<file path="src/rtl/ftdd_pkg.sv">
// ----------------------------------------------------------------------------
// ftdd_pkg
// Shared types and constants of the fraction to decimal digits unit.
// ----------------------------------------------------------------------------
`default_nettype none

package ftdd_pkg;

   // operand and result widths
   localparam int DATA_W     = 32;
   localparam int CASE_W     = 32;
   localparam int CNT_W      = 6;
   localparam int STEP_W     = 6;
   localparam int DIGIT_W    = 4;
   localparam int TEN_W      = DATA_W + DIGIT_W;
   localparam int MAX_DIGITS = 63;

   // stream packing
   localparam int REQ_DATA_W = 72;
   localparam int RSP_DATA_W = CASE_W + DATA_W;
   localparam int KIND_W     = 2;

   // result kinds as seen on the result channel
   typedef enum logic [KIND_W-1:0] {
      KIND_INT   = 2'd0,
      KIND_DIGIT = 2'd1,
      KIND_TERM  = 2'd2
   } kind_type;

   // sequencer states
   typedef enum logic [1:0] {
      ST_IDLE,
      ST_DIV,
      ST_EMIT,
      ST_TEN
   } state_type;

endpackage

`default_nettype wire

</file>
<file path="src/rtl/fraction_to_decimal_digits_unit.sv">
// ----------------------------------------------------------------------------
// fraction_to_decimal_digits_unit
// Decimal expansion of a fraction by bit-serial long division.
// ----------------------------------------------------------------------------
// Usage
//   req channel carries one fraction per transfer: numerator, denominator and
//   digit count. An item with any zero field is an end marker and produces a
//   single terminator result (kind 2, value 0, tlast set).
//   rsp channel carries the results: first the integer quotient (kind 0), then
//   one transfer per fraction digit (kind 1); tlast marks the final digit,
//   which is rounded on the next digit and may read 10.
// Timing
//   all division work is done by one restoring divider that retires one
//   quotient bit per cycle. The integer part runs the divider over all 32
//   numerator bits; every further digit takes a times-ten step, a divider
//   pass over four quotient bits and an emit step.
//   A new request is taken as soon as the last result sits in the output
//   register, even while the receiver still holds that result.
// Reset and stall
//   reset clears the case counter and empties the output register. When the
//   receiver stalls, the unit waits with the next result ready in the
//   sequencer until the output register frees up; nothing is dropped.
// ----------------------------------------------------------------------------
`default_nettype none

module fraction_to_decimal_digits_unit (
   input  wire logic                                clock,
   input  wire logic                                reset,
   // request stream
   input  wire logic                                req_tvalid,
   output logic                                     req_tready,
   // numerator [31:0], denominator [63:32], digit_count [69:64], zero pad
   input  wire logic [ftdd_pkg::REQ_DATA_W-1:0]     req_tdata,
   // response stream
   output logic                                     rsp_tvalid,
   input  wire logic                                rsp_tready,
   // case_number [31:0], value [63:32]
   output logic [ftdd_pkg::RSP_DATA_W-1:0]          rsp_tdata,
   // kind [1:0]
   output logic [ftdd_pkg::KIND_W-1:0]              rsp_tuser,
   output logic                                     rsp_tlast
);
   import ftdd_pkg::*;

   // request fields
   logic [DATA_W-1:0] req_num;
   logic [DATA_W-1:0] req_den;
   logic [CNT_W-1:0]  req_cnt;
   logic [CNT_W-1:0]  req_cnt_cap;
   logic              req_marker;

   // sequencer and divider registers
   state_type         state_ff, state_in;
   logic [STEP_W-1:0] step_ff, step_in;
   logic [DATA_W-1:0] rem_ff, rem_in;
   logic [DATA_W-1:0] quo_ff, quo_in;
   logic [DATA_W-1:0] den_ff, den_in;
   logic [CNT_W-1:0]  left_ff, left_in;
   logic [CASE_W-1:0] case_ff, case_in;
   kind_type          kind_ff, kind_in;

   // output register
   logic              rsp_valid_ff, rsp_valid_in;
   logic [CASE_W-1:0] rsp_case_ff, rsp_case_in;
   kind_type          rsp_kind_ff, rsp_kind_in;
   logic [DATA_W-1:0] rsp_value_ff, rsp_value_in;
   logic              rsp_last_ff, rsp_last_in;

   // datapath helpers
   logic [DATA_W:0]   trial;
   logic              trial_ge;
   logic [DATA_W:0]   trial_diff;
   logic [TEN_W-1:0]  ten;
   logic              round_up;
   logic              is_last;
   logic              out_free;
   logic              req_xfer;

   // field unpacking
   assign req_num     = req_tdata[DATA_W-1:0];
   assign req_den     = req_tdata[2*DATA_W-1:DATA_W];
   assign req_cnt     = req_tdata[2*DATA_W+CNT_W-1:2*DATA_W];
   assign req_cnt_cap = (req_cnt > CNT_W'(MAX_DIGITS)) ? CNT_W'(MAX_DIGITS) : req_cnt;
   assign req_marker  = (req_num == '0) || (req_den == '0) || (req_cnt == '0);

   // one restoring division step: shift in next dividend bit, try subtract
   assign trial      = {rem_ff, quo_ff[DATA_W-1]};
   assign trial_ge   = trial >= {1'b0, den_ff};
   assign trial_diff = trial - {1'b0, den_ff};

   // ten times the remainder, 8r + 2r
   assign ten = {1'b0, rem_ff, 3'b000} + {3'b000, rem_ff, 1'b0};

   // rounding of the final digit: next digit 5 or more when 2r >= b
   assign round_up = {rem_ff, 1'b0} >= {1'b0, den_ff};
   assign is_last  = (kind_ff == KIND_TERM) || ((kind_ff == KIND_DIGIT) && (left_ff == CNT_W'(1)));

   assign out_free   = !rsp_valid_ff || rsp_tready;
   assign req_tready = (state_ff == ST_IDLE);
   assign req_xfer   = req_tvalid && req_tready;

   // next state and datapath control
   always_comb begin
      state_in     = state_ff;
      step_in      = step_ff;
      rem_in       = rem_ff;
      quo_in       = quo_ff;
      den_in       = den_ff;
      left_in      = left_ff;
      case_in      = case_ff;
      kind_in      = kind_ff;
      rsp_case_in  = rsp_case_ff;
      rsp_kind_in  = rsp_kind_ff;
      rsp_value_in = rsp_value_ff;
      rsp_last_in  = rsp_last_ff;
      rsp_valid_in = rsp_tready ? 1'b0 : rsp_valid_ff;

      case (state_ff)
         ST_IDLE: begin
            if (req_xfer) begin
               if (req_marker) begin
                  kind_in  = KIND_TERM;
                  state_in = ST_EMIT;
               end else begin
                  case_in  = case_ff + CASE_W'(1);
                  den_in   = req_den;
                  rem_in   = '0;
                  quo_in   = req_num;
                  step_in  = STEP_W'(DATA_W);
                  left_in  = req_cnt_cap;
                  kind_in  = KIND_INT;
                  state_in = ST_DIV;
               end
            end
         end
         ST_DIV: begin
            rem_in  = trial_ge ? trial_diff[DATA_W-1:0] : trial[DATA_W-1:0];
            quo_in  = {quo_ff[DATA_W-2:0], trial_ge};
            step_in = step_ff - STEP_W'(1);
            if (step_ff == STEP_W'(1)) begin
               state_in = ST_EMIT;
            end
         end
         ST_EMIT: begin
            if (out_free) begin
               rsp_valid_in = 1'b1;
               rsp_case_in  = case_ff;
               rsp_kind_in  = kind_ff;
               rsp_last_in  = is_last;
               case (kind_ff)
                  KIND_INT:   rsp_value_in = quo_ff;
                  KIND_DIGIT: rsp_value_in = DATA_W'(quo_ff[DIGIT_W-1:0])
                                           + DATA_W'(is_last && round_up);
                  default:    rsp_value_in = '0;
               endcase
               if (kind_ff == KIND_DIGIT) begin
                  left_in = left_ff - CNT_W'(1);
               end
               kind_in  = KIND_DIGIT;
               state_in = is_last ? ST_IDLE : ST_TEN;
            end
         end
         ST_TEN: begin
            // high bits preload the partial remainder, low bits still to divide
            rem_in   = ten[TEN_W-1:DIGIT_W];
            quo_in   = {ten[DIGIT_W-1:0], {(DATA_W-DIGIT_W){1'b0}}};
            step_in  = STEP_W'(DIGIT_W);
            state_in = ST_DIV;
         end
         default: begin
            state_in = ST_IDLE;
         end
      endcase
   end

   // control registers
   always_ff @(posedge clock) begin
      if (reset) begin
         state_ff     <= ST_IDLE;
         rsp_valid_ff <= 1'b0;
         case_ff      <= '0;
         left_ff      <= '0;
         step_ff      <= '0;
         kind_ff      <= KIND_INT;
      end else begin
         state_ff     <= state_in;
         rsp_valid_ff <= rsp_valid_in;
         case_ff      <= case_in;
         left_ff      <= left_in;
         step_ff      <= step_in;
         kind_ff      <= kind_in;
      end
   end

   // payload registers
   always_ff @(posedge clock) begin
      rem_ff       <= rem_in;
      quo_ff       <= quo_in;
      den_ff       <= den_in;
      rsp_case_ff  <= rsp_case_in;
      rsp_kind_ff  <= rsp_kind_in;
      rsp_value_ff <= rsp_value_in;
      rsp_last_ff  <= rsp_last_in;
   end

   // output packing
   assign rsp_tvalid = rsp_valid_ff;
   assign rsp_tdata  = {rsp_value_ff, rsp_case_ff};
   assign rsp_tuser  = rsp_kind_ff;
   assign rsp_tlast  = rsp_last_ff;

   // divider keeps the partial remainder below the divisor
   a_rem_below_den: assert property (@(posedge clock) disable iff (reset)
      (state_ff == ST_DIV || state_ff == ST_TEN) |-> (rem_ff < den_ff))
      else $error("partial remainder not below divisor");

   // divider never runs with an exhausted step count
   a_step_nonzero: assert property (@(posedge clock) disable iff (reset)
      (state_ff == ST_DIV) |-> (step_ff != '0))
      else $error("divider active with zero step count");

   // integer part is never the final result of a fraction
   a_int_not_last: assert property (@(posedge clock) disable iff (reset)
      (rsp_valid_ff && rsp_kind_ff == KIND_INT) |-> !rsp_last_ff)
      else $error("integer result marked last");

   // a fraction digit reads at most ten after rounding
   a_digit_range: assert property (@(posedge clock) disable iff (reset)
      (rsp_valid_ff && rsp_kind_ff == KIND_DIGIT) |-> (rsp_value_ff <= DATA_W'(10)))
      else $error("fraction digit out of range");

endmodule

`default_nettype wire

</file>
<file path="config.mk">
export PLATFORM = sky130hd
export DESIGN_NAME = fraction_to_decimal_digits_unit
export DESIGN_NICKNAME = d
export VERILOG_FILES = /design/src/rtl/ftdd_pkg.sv /design/src/rtl/fraction_to_decimal_digits_unit.sv
export SDC_FILE = /design/constraint.sdc
export NUM_CORES = 1
export LEC_CHECK = 0
export ABC_AREA = 1
export BUFFER_PORTS_ARGS = -buffer_cell sky130_fd_sc_hd__buf_2
export CAP_MARGIN = 30
export CORE_MARGIN = 2
export CORE_UTILIZATION = 50
export CTS_CLUSTER_DIAMETER = 30
export DETAILED_ROUTE_END_ITERATION = 16
export PLACE_DENSITY_LB_ADDON = 0.08
export SYNTH_ARGS = -nofsm -noshare
export SYNTH_HDL_FRONTEND = slang
export SYNTH_SLANG_ARGS = --single-unit
</file>
<file path="constraint.sdc">
create_clock -name clock -period 4.79 [get_ports clock]
set_clock_uncertainty 0.2 [all_clocks]
set_input_delay 0.2395 -clock clock [delete_from_list [all_inputs] [get_ports clock]]
set_output_delay 0.2395 -clock clock [all_outputs]
set_load 0.01 [all_outputs]
</file>
==> flow_summary_export.csv, run 1 <==
group,metric,value,unit
logic_synthesis,netlist_area,14300,µm²
logic_synthesis,synth.area.mux_share,0.000699,
logic_synthesis,synth.avg_cell_area,7.04,µm²
die,placementRows,61,
global_route,grt_pass1_vias,13600,
logic_synthesis,synth_flop_cell,"sky130_fd_sc_hd__edfxtp_1",
worst_setup_path,startpoint_type,"register",
worst_setup_path,critical-path-slowest-cell,"sky130_fd_sc_hd__edfxtp_1",
clocking,number_of_buffers_inserted_to_repair_setup_after_cts,0,
hold_path,worst_min_delay_path_class,"in -> reg",
hold_path,hp-start,"reset",
pwr,power.ir.vdd_worst,0.000291,V
run,drv.max_cap_violation_count,0,
logic_synthesis,ffs_latches_synth,212,
finish,drive_gt1_frac,0.111,
timing,maxClockFrequency,282,MHz
timing,tightest_hold_margin,0.106,ns
routing,avgViaCountPerCell,5.16,
timing,setup-violations-final,0,
place,detailed_place.area,15400,µm²
routing,dr.first_iter.drc_count,837,
pwr,share_seq_of_total_power,0.266,
global_route,antenna_found_initial,0,
pwr,share_clk_of_total_power,0.334,
pwr,finalPower,9990,µW
logic_synthesis,synth_simple_gate_area_share,0.337,
hold_path,worstHoldPathCells,2,
place,gp_routability_congestion,0.901,
worst_setup_path,timing.critical_path.arrival,3.72,ns
place,placement.io_buffers,142,
die,starting_density,0.511,
clocking,cts.path.max_buffers,3,
die,die_extent_in_x,173,µm
outcome,run_status,"finished clean",
timing,timing.final.hold_violations,0,
finish,synthToLayoutAreaGrowth,24.4,%
logic_synthesis,syn_nets,2180,
global_route,grt_first_pass_wirelength,67.7,mm
worst_setup_path,worstRegToRegCells,13,
global_route,grt_max_degree,65,
timing,tightestPinTransition,0.972,ns
timing,grt_setup_unrepaired,"false",
worst_setup_path,crit_type,"reg -> reg",
pwr,p_sw,4010,µW
pwr,power.switching_fraction,0.401,
timing,final.setup.tns,0,ns
timing,maxSlewViolCount,0,
clocking,cts.root.buffer_cell,"sky130_fd_sc_hd__clkbuf_16",
clocking,cts_resized,0,
clocking,post_cts_clock_slew_at_the_launch_and_capture_registers_of_the_worst_setup_and_hold_paths,0.05,ns
finish,antennaDiodeCount,0,
finish,sequential_area,5880,µm²
pwr,internal_power,5980,µW
finish,most_common_cell_after_layout_fill_and_taps_aside,"sky130_fd_sc_hd__nand2_1",
die,top_level_ports,145,
finish,n_fill_cell,2552,
routing,route.vias.total,13800,
routing,routedWlPerCell,15.6,µm
routing,number_of_nets_still_failing_antenna_checks_after_routing,0,
routing,totalWireLength,41.8,mm
logic_synthesis,synth_top_family_by_area,"simple AND/OR/NAND/NOR gates",
finish,multi_input_area,7110,µm²
clocking,cts_tree,"yes",
logic_synthesis,post_synth_xor_area_fraction,0.0202,
timing,final.period_utilization,0.741,
finish,finalNetCount,2411,
worst_setup_path,worst_r2r_endpoint,"rsp_value_ff[4]",
hold_path,whs_endpoint,"kind_ff[0]",
worst_setup_path,path_max_fanout,27,
worst_setup_path,r2r_setup_slack,1.24,ns
place,dp_hpwl,30.3,mm
worst_setup_path,worst_r2r_startpoint,"rem_ff[29]",
finish,layout.cells.most_common_list,"sky130_fd_sc_hd__nand2_1, sky130_fd_sc_hd__inv_1, sky130_fd_sc_hd__nor2_1",
worst_setup_path,cp_peak_stage_delay,0.45,ns
clocking,cts-buffers-inserted,46,
logic_synthesis,async_reset_ff_frac,0,
routing,drt_pre_antenna_iters,5,
timing,maxSlewHeadroom,0.351,
die,die_height,173,µm
die,die-area,30000,µm²
finish,final_area,17800,µm²
worst_setup_path,crit_required,4.96,ns
logic_synthesis,warnings_synthesis,0,
logic_synthesis,synth_seq_area_share,0.410,
routing,drc,0,
clocking,clock_sink_count,212,
logic_synthesis,synthCells,2033,
worst_setup_path,type_of_destination_of_the_critical_path,"register",
worst_setup_path,crit_path_cell_trace,"ha_1, nand2_1, nor2_1, nand2_1, nor2_2, nand2_2, o211ai_1, nand2_1, inv_1, ha_1, ha_1, nand3_1, o32ai_1",
global_route,grt.overflow.total,0,
pwr,pwr_density_cell,560,nW/µm²
logic_synthesis,area_share_of_fa_ha_maj_cells_after_synthesis,0.0631,
die,core-area,28000,µm²
global_route,gr-usage-all-layers,0.279,
clocking,cts_max_level,2,
pwr,static-leakage-power,0.00849,µW
pwr,power.share.combinational,0.400,
logic_synthesis,synth_compound_gate_area_share,0.0744,
clocking,clock_insertion_delay_worst_skew,0.55,ns
logic_synthesis,synth_cell_type_count,41,
timing,layout_min_cycle_time,3.55,ns
logic_synthesis,synth_enable_flop_cells,163,
## state kept, by name, indices dropped and copies added (netlist names)
signal	flops
rsp_case_ff	32
rem_ff	32
step_ff	6
den_ff	32
rsp_tvalid	1
rsp_tuser	2
state_ff	2
rsp_tlast	1
kind_ff	2
rsp_value_ff	32
quo_ff	32
case_ff	32
left_ff	6
## worst max-delay path: cells and delay by family (launching register included)
kind | cells | cell delay (ns)
DFF | 1 | 0.45
buffers and inverters | 1 | 0.07
and+or+nand+nor | 7 | 1.36
adders and majority gates | 3 | 0.76
AOI/OAI and AO/OA | 2 | 0.54
## cell usage after synthesis, types with 7 or more instances
library cell                 n  area share
sky130_fd_sc_hd__ha_1       69       0.060
sky130_fd_sc_hd__nor3_1     10      0.0035
sky130_fd_sc_hd__and2_1      8      0.0035
sky130_fd_sc_hd__o21ai_0    64       0.022
sky130_fd_sc_hd__a21oi_1   113       0.039
sky130_fd_sc_hd__edfxtp_1  163        0.34
sky130_fd_sc_hd__nand4_1    43       0.019
sky130_fd_sc_hd__nand3_1   119       0.042
sky130_fd_sc_hd__buf_2      12      0.0042
sky130_fd_sc_hd__clkbuf_1   23      0.0060
sky130_fd_sc_hd__dfxtp_1    49       0.069
sky130_fd_sc_hd__xor2_1     14      0.0086
sky130_fd_sc_hd__xnor2_1    19       0.012
sky130_fd_sc_hd__or2_2       7      0.0031
sky130_fd_sc_hd__nand3b_1   23       0.012
sky130_fd_sc_hd__nor2_1    224       0.059
sky130_fd_sc_hd__inv_1     306       0.080
sky130_fd_sc_hd__nand2_1   717        0.19
## power groups by stage
stage | logic [µW] | clock network [µW] | registers (µW)
after global routing | 4580 | 3470 | 2680
after floorplan | 2960 | 0 | 2580
after global placement | 3840 | 0 | 2660
after CTS | 3970 | 3370 | 2640
final | 4000 | 3340 | 2650
after detailed placement | 3900 | 0 | 2670
## metal layers
| layer | GRT usage | up-vias | part of all wire |
|---|---|---|---|
| li1 | - | 7020 | - |
| met5 | 0 | - | 0 |
| met3 | 0.0309 | 93 | 0.041 |
| met4 | 0.0946 | 0 | 0.031 |
| met2 | 0.496 | 357 | 0.49 |
| met1 | 0.352 | 6349 | 0.44 |
## metrics by stage
stage	utilization	setup slack (ns)	instances
after floorplan	-	0.472	2033
after global placement	0.550	1.30	2521
after detailed placement	0.551	1.30	2522
after CTS	0.636	1.27	2678
after global routing	0.636	0.982	2678
final	0.636	1.24	2678
## kinds of logic after synthesis
kind of cell	Yosys count
AOI/OAI and AO/OA	200
xor gates and xnor gates	33
muxes	1
buffers and inverters	349
adders and majority gates	71
and+or+nand+nor	1167
DFF	212
## layout make-up
class | instances | area share
clock buffer | 48 | 0.0662
sequential | 212 | 0.330
clock inverter | 36 | 0.0270
inverter | 310 | 0.0653
timing repair buffer | 222 | 0.0862
tap | 378 | 0.0265
multi-input combinational | 1472 | 0.399
## worst max path at each step
stage	slack [ns]	depth (start not counted)	from	end
final	1.24	13	rem_ff[29]	rsp_value_ff[4]
after global routing	0.98	15	rem_ff[2]	rem_ff[25]
after CTS	1.27	13	rem_ff[29]	rsp_value_ff[4]
after detailed placement	1.30	13	rem_ff[29]	rsp_value_ff[4]
after global placement	1.30	13	rem_ff[29]	rsp_value_ff[4]
after floorplan	0.47	4	state_ff[1]	rsp_case_ff[0]
## what timing repair did
| action | in CTS | in global routing |
|---|---|---|
| endpoints found under the hold margin | 73 | 0 |
| hold buffers | 72 | 0 |
| setup endpoints to repair | 0 | 0 |
No activity file was read; power rests on OpenSTA's default activity.
==> run 2, diff against run 1 <==
==> constraint.sdc (replaced) <==
create_clock -name clock -period 2.9 [get_ports clock]
set_clock_uncertainty 0.2 [all_clocks]
set_input_delay 0.145 -clock clock [delete_from_list [all_inputs] [get_ports clock]]
set_output_delay 0.145 -clock clock [all_outputs]
set_load 0.01 [all_outputs]
==> flow_summary_export.csv, run 2 (synthesis gave the netlist of run 1 again) <==
group,metric,value,unit
outcome,run_status,"finished clean",
die,die_extent_in_x,173,µm
routing,dr.first_iter.drc_count,883,
clocking,cts.path.max_buffers,3,
finish,stdcell_count,2783,
pwr,power.ir.vdd_worst,0.000513,V
timing,maxSlewViolCount,0,
worst_setup_path,type_of_destination_of_the_critical_path,"register",
die,die_height,173,µm
clocking,cts_tree,"yes",
die,die-area,30000,µm²
finish,synthToLayoutAreaGrowth,31.4,%
finish,antennaDiodeCount,0,
worst_setup_path,timing.critical_path.from,"rem_ff[27]",
timing,maxSlewHeadroom,0.481,
place,place.detailed.instances,2606,
worst_setup_path,cp_peak_stage_delay,0.45,ns
worst_setup_path,crit_required,3.07,ns
hold_path,worst_min_delay_path_class,"in -> reg",
worst_setup_path,crit_type,"reg -> reg",
routing,route.vias.total,14300,
run,drv.max_cap_violation_count,0,
worst_setup_path,timing.critical_path.arrival,3.05,ns
routing,avgViaCountPerCell,5.13,
worst_setup_path,path_max_fanout,3,
global_route,gr-usage-all-layers,0.288,
global_route,grt.overflow.total,0,
finish,layout.cells.most_common_list,"sky130_fd_sc_hd__nand2_1, sky130_fd_sc_hd__inv_1, sky130_fd_sc_hd__nor2_1",
clocking,clock_insertion_delay_worst_skew,0.55,ns
pwr,pwr_density_cell,934,nW/µm²
routing,totalWireLength,44.1,mm
global_route,grt_max_degree,65,
timing,final.period_utilization,0.994,
routing,number_of_nets_still_failing_antenna_checks_after_routing,0,
pwr,finalPower,17600,µW
timing,layout_min_cycle_time,2.88,ns
timing,setup-violations-final,0,
die,top_level_ports,145,
timing,final.setup.tns,0,ns
clocking,post_cts_clock_slew_at_the_launch_and_capture_registers_of_the_worst_setup_and_hold_paths,0.05,ns
timing,maxClockFrequency,347,MHz
worst_setup_path,most_common_cell_type_on_the_critical_path,"sky130_fd_sc_hd__ha_4",
place,placement.io_buffers,142,
timing,tightestPinTransition,0.778,ns
finish,finalNetCount,2513,
timing,tightest_hold_margin,0.139,ns
clocking,clock_sink_count,212,
worst_setup_path,crit_path_cell_trace,"ha_4, nand2_1, nor2_2, nand2_2, nor2_4, nand3_1, o211ai_1, nand2_1, inv_2, ha_4, ha_4, nand3_1, o32ai_1",
place,place_worst_setup_slack,0.0356,ns
worst_setup_path,critical-path-slowest-cell,"sky130_fd_sc_hd__edfxtp_1",
routing,drc,0,
routing,routedWlPerCell,15.8,µm
hold_path,hp-start,"req_tdata[34]",
place,dp_hpwl,32.3,mm
clocking,cts-buffers-inserted,49,
finish,drive_gt1_frac,0.164,
global_route,antenna_found_initial,0,
clocking,cts_max_level,2,
timing,fin_ws,0.0186,ns
worst_setup_path,startpoint_type,"register",
global_route,grt_pass1_vias,14000,
die,placementRows,61,
global_route,grt_first_pass_wirelength,69.7,mm
die,core-area,28000,µm²
clocking,cts.root.buffer_cell,"sky130_fd_sc_hd__clkbuf_16",
pwr,static-leakage-power,0.00896,µW
die,starting_density,0.511,
routing,drt_pre_antenna_iters,5,
timing,timing.final.hold_violations,0,
finish,most_common_cell_after_layout_fill_and_taps_aside,"sky130_fd_sc_hd__nand2_1",
worst_setup_path,worst_r2r_startpoint,"rem_ff[27]",
place,gp_routability_congestion,0.932,
timing,grt_setup_unrepaired,"true",
==> run 2: changes by cell type in the layout (fill, tap and decap cells not counted), sizes merged <==
cell / before / now
dlygate4sd3: 72 / 76
clkinv: 14 / 19
clkinvlp: 7 / 9
bufinv: 8 / 6
buf: 150 / 245
clkbuf: 48 / 53
inv: 317 / 313
==> run 2: timing repair <==
item	CTS	global route
hold endpoints to repair	81	0
hold buffers	76	0
resized for setup	0	47
endpoints found under the setup margin	0	14
setup buffers	0	11
==> run 2: where the power goes <==
group          switching (µW)  internal (µW)
Clock                    1800           3630
Combinational            4940           2990
Sequential                302           3920
Total                    7040          10500
==> run 2: routing by layer <==
metal	up-vias	track usage	share of wire
met3	117	0.0346	0.045
met1	6529	0.362	0.43
met2	394	0.508	0.48
met5	-	0	0
met4	0	0.109	0.038
li1	7226	-	-
==> run 2: worst paths after layout <==
| check | slack, ns | depth (start not counted) | to |
|---|---|---|---|
| worst max-delay path | 0.02 | 13 | rsp_value_ff[4] |
| worst min-delay path | 0.14 | 2 | den_ff[2] |
| worst max register to register | 0.02 | 13 | rsp_value_ff[4] |
| worst min register to register | 0.28 | 2 | step_ff[1] |
==> run 2: critical path: cells and delay by family (launching register included) <==
family,cells,cell delay (ns)
AND/OR/NAND/NOR,7,0.80
AO/OA/AOI/OAI,2,0.60
adder cells (fa/ha/maj),3,0.58
flip-flops,1,0.45
buffers and inverters,1,0.08
==> run 2: layout make-up <==
type | count | area [µm²]
Clock buffer | 53 | 1240
Clock inverter | 37 | 399
Fill cell | 2434 | 9200
Inverter | 310 | 1160
Multi-Input combinational cell | 1472 | 7390
Sequential cell | 212 | 5880
Tap cell | 378 | 473
Timing Repair Buffer | 321 | 2270
==> run 2: stage by stage <==
| step | area [µm²] | utilization |
|---|---|---|
| 3_5_place_dp | 16000 | 0.573 |
| 2_1_floorplan | 14300 | - |
| 3_3_place_gp | 16000 | 0.573 |
| 5_1_grt | 18800 | 0.672 |
| 6_report | 18800 | 0.672 |
| 4_1_cts | 18400 | 0.659 |
==> run 3, diff against run 2 <==
--- a/config.mk
+++ b/config.mk
@@ -12,6 +12,7 @@
 export CORE_UTILIZATION = 50
 export CTS_CLUSTER_DIAMETER = 30
 export DETAILED_ROUTE_END_ITERATION = 16
+export MAX_ROUTING_LAYER = met4
 export PLACE_DENSITY_LB_ADDON = 0.08
 export SYNTH_ARGS = -nofsm -noshare
 export SYNTH_HDL_FRONTEND = slang
==> flow_summary_export.csv, run 3 (synthesis gave the netlist of run 1 again) <==
group,metric,value,unit
timing,timing.final.hold_violations,0,
finish,synthToLayoutAreaGrowth,33.5,%
clocking,cts.path.max_buffers,3,
die,die_height,173,µm
worst_setup_path,crit_type,"reg -> reg",
clocking,cts_tree,"yes",
hold_path,worst_min_delay_path_class,"in -> reg",
timing,tightestPinTransition,0.840,ns
global_route,antenna_found_initial,0,
global_route,grt_first_pass_wirelength,70.4,mm
global_route,grt_max_degree,48,
timing,fin_ws,0.0564,ns
timing,layout_min_cycle_time,2.84,ns
die,die_extent_in_x,173,µm
worst_setup_path,critical-path-slowest-cell,"sky130_fd_sc_hd__edfxtp_1",
die,die-area,30000,µm²
pwr,static-leakage-power,0.00907,µW
place,gp_routability_congestion,1.01,
routing,totalWireLength,45.1,mm
timing,final.period_utilization,0.981,
pwr,power.share.combinational,0.430,
worst_setup_path,path_max_fanout,2,
run,drv.max_cap_violation_count,0,
global_route,grt.overflow.total,0,
clocking,clock_insertion_delay_worst_skew,0.56,ns
routing,drt_pre_antenna_iters,5,
global_route,gr-usage-all-layers,0.302,
pwr,share_seq_of_total_power,0.226,
place,dp_hpwl,32.6,mm
finish,layout.cells.most_common_list,"sky130_fd_sc_hd__nand2_1, sky130_fd_sc_hd__inv_1, sky130_fd_sc_hd__nor2_1",
pwr,internal_power,11400,µW
finish,stdcell_count,2785,
worst_setup_path,startpoint_type,"register",
routing,dr.first_iter.drc_count,1065,
timing,maxSlewViolCount,0,
pwr,pwr_density_cell,975,nW/µm²
worst_setup_path,crit_required,3.08,ns
worst_setup_path,type_of_destination_of_the_critical_path,"register",
timing,maxSlewHeadroom,0.439,
global_route,grt_pass1_vias,14000,
clocking,post_cts_clock_slew_at_the_launch_and_capture_registers_of_the_worst_setup_and_hold_paths,0.05,ns
place,place.detailed.instances,2608,
routing,avgViaCountPerCell,5.20,
die,starting_density,0.511,
timing,final.setup.tns,0,ns
finish,most_common_cell_after_layout_fill_and_taps_aside,"sky130_fd_sc_hd__nand2_1",
pwr,power.ir.vdd_worst,0.000608,V
die,top_level_ports,145,
finish,finalNetCount,2512,
finish,antennaDiodeCount,0,
routing,number_of_nets_still_failing_antenna_checks_after_routing,0,
worst_setup_path,timing.critical_path.buf_inv,1,
place,placement.io_buffers,142,
worst_setup_path,cp_peak_stage_delay,0.41,ns
pwr,p_sw,7220,µW
pwr,power.switching_fraction,0.388,
clocking,clock_sink_count,212,
worst_setup_path,timing.critical_path.arrival,3.02,ns
place,place_worst_setup_slack,-0.0291,ns
timing,maxClockFrequency,352,MHz
clocking,cts.root.buffer_cell,"sky130_fd_sc_hd__clkbuf_16",
outcome,run_status,"finished clean",
clocking,cts_max_level,2,
worst_setup_path,crit_path_cell_trace,"ha_1, nand2_1, nor2_2, nand2_2, nor2_4, nand3_1, o211ai_1, nand2_1, inv_1, ha_2, ha_2, nand3_2, o32ai_2",
finish,drive_gt1_frac,0.171,
timing,setup-violations-final,0,
die,core-area,28000,µm²
pwr,finalPower,18600,µW
worst_setup_path,critPathTopFamily,"simple AND/OR/NAND/NOR gates",
clocking,cts-buffers-inserted,50,
routing,route.vias.total,14500,
routing,drc,0,
pwr,share_clk_of_total_power,0.344,
routing,routedWlPerCell,16.2,µm
finish,n_fill_cell,2384,
die,placementRows,61,
==> run 3: power groups by stage <==
stage / Clock (µW) / Combinational [µW] / Sequential [µW]
6_report: 6400 / 8010 / 4210
5_1_grt: 6610 / 8910 / 4250
4_1_cts: 6440 / 7610 / 4170
3_5_place_dp: 0 / 7420 / 4200
3_3_place_gp: 0 / 7340 / 4190
2_1_floorplan: 0 / 4890 / 4260
==> run 3: worst register-to-register path, stage by stage (launching register included) <==
cell                       delay (ns)
sky130_fd_sc_hd__edfxtp_1        0.41
sky130_fd_sc_hd__ha_1            0.32
sky130_fd_sc_hd__nand2_1         0.09
sky130_fd_sc_hd__nor2_2          0.15
sky130_fd_sc_hd__nand2_2         0.10
sky130_fd_sc_hd__nor2_4          0.14
sky130_fd_sc_hd__nand3_1         0.09
sky130_fd_sc_hd__o211ai_1        0.33
sky130_fd_sc_hd__nand2_1         0.09
sky130_fd_sc_hd__inv_1           0.07
sky130_fd_sc_hd__ha_2            0.17
sky130_fd_sc_hd__ha_2            0.18
sky130_fd_sc_hd__nand3_2         0.10
sky130_fd_sc_hd__o32ai_2         0.23
==> run 3: repair_timing <==
item                                    in CTS  in global routing
hold buffers                                75                  0
hold endpoints to repair                    81                  0
endpoints found under the setup margin       1                 21
pin swaps                                    1                 21
setup buffers                                0                  8
gates resized for setup                      9                 48
==> run 3: area by class of cell <==
class                      count  area (µm²)  share of cell area
tap                          378         473              0.0247
timing repair buffer         319        2260               0.118
clock buffer                  54        1300              0.0679
multi-input combinational   1472        7420               0.388
clock inverter                40         623              0.0326
inverter                     310        1160              0.0609
sequential                   212        5880               0.307
==> run 3: final timing paths <==
kind | depth (start not counted) | to | slack [ns] | from
hold reg to reg | 2 | step_ff[1] | 0.28 | step_ff[1]
setup reg to reg | 13 | rsp_value_ff[4] | 0.06 | rem_ff[28]
hold / removal | 2 | den_ff[23] | 0.12 | req_tdata[55]
setup / recovery | 13 | rsp_value_ff[4] | 0.06 | rem_ff[28]
==> run 3: stage by stage <==
stage | util | hold slack [ns] | cell area, µm²
finish | 0.682 | 0.120 | 19100
global route | 0.682 | 0.126 | 19100
CTS | 0.671 | 0.105 | 18800
detailed placement | 0.574 | 0.138 | 16100
global placement | 0.574 | 0.137 | 16100
floorplan | - | 0.0439 | 14300
==> run 3: routing by layer <==
layer	routed length [µm]	share of wire	track usage
met5	0	0	-
met4	1860	0.041	0.121
met3	2230	0.049	0.0368
met2	21800	0.48	0.512
met1	19200	0.43	0.366
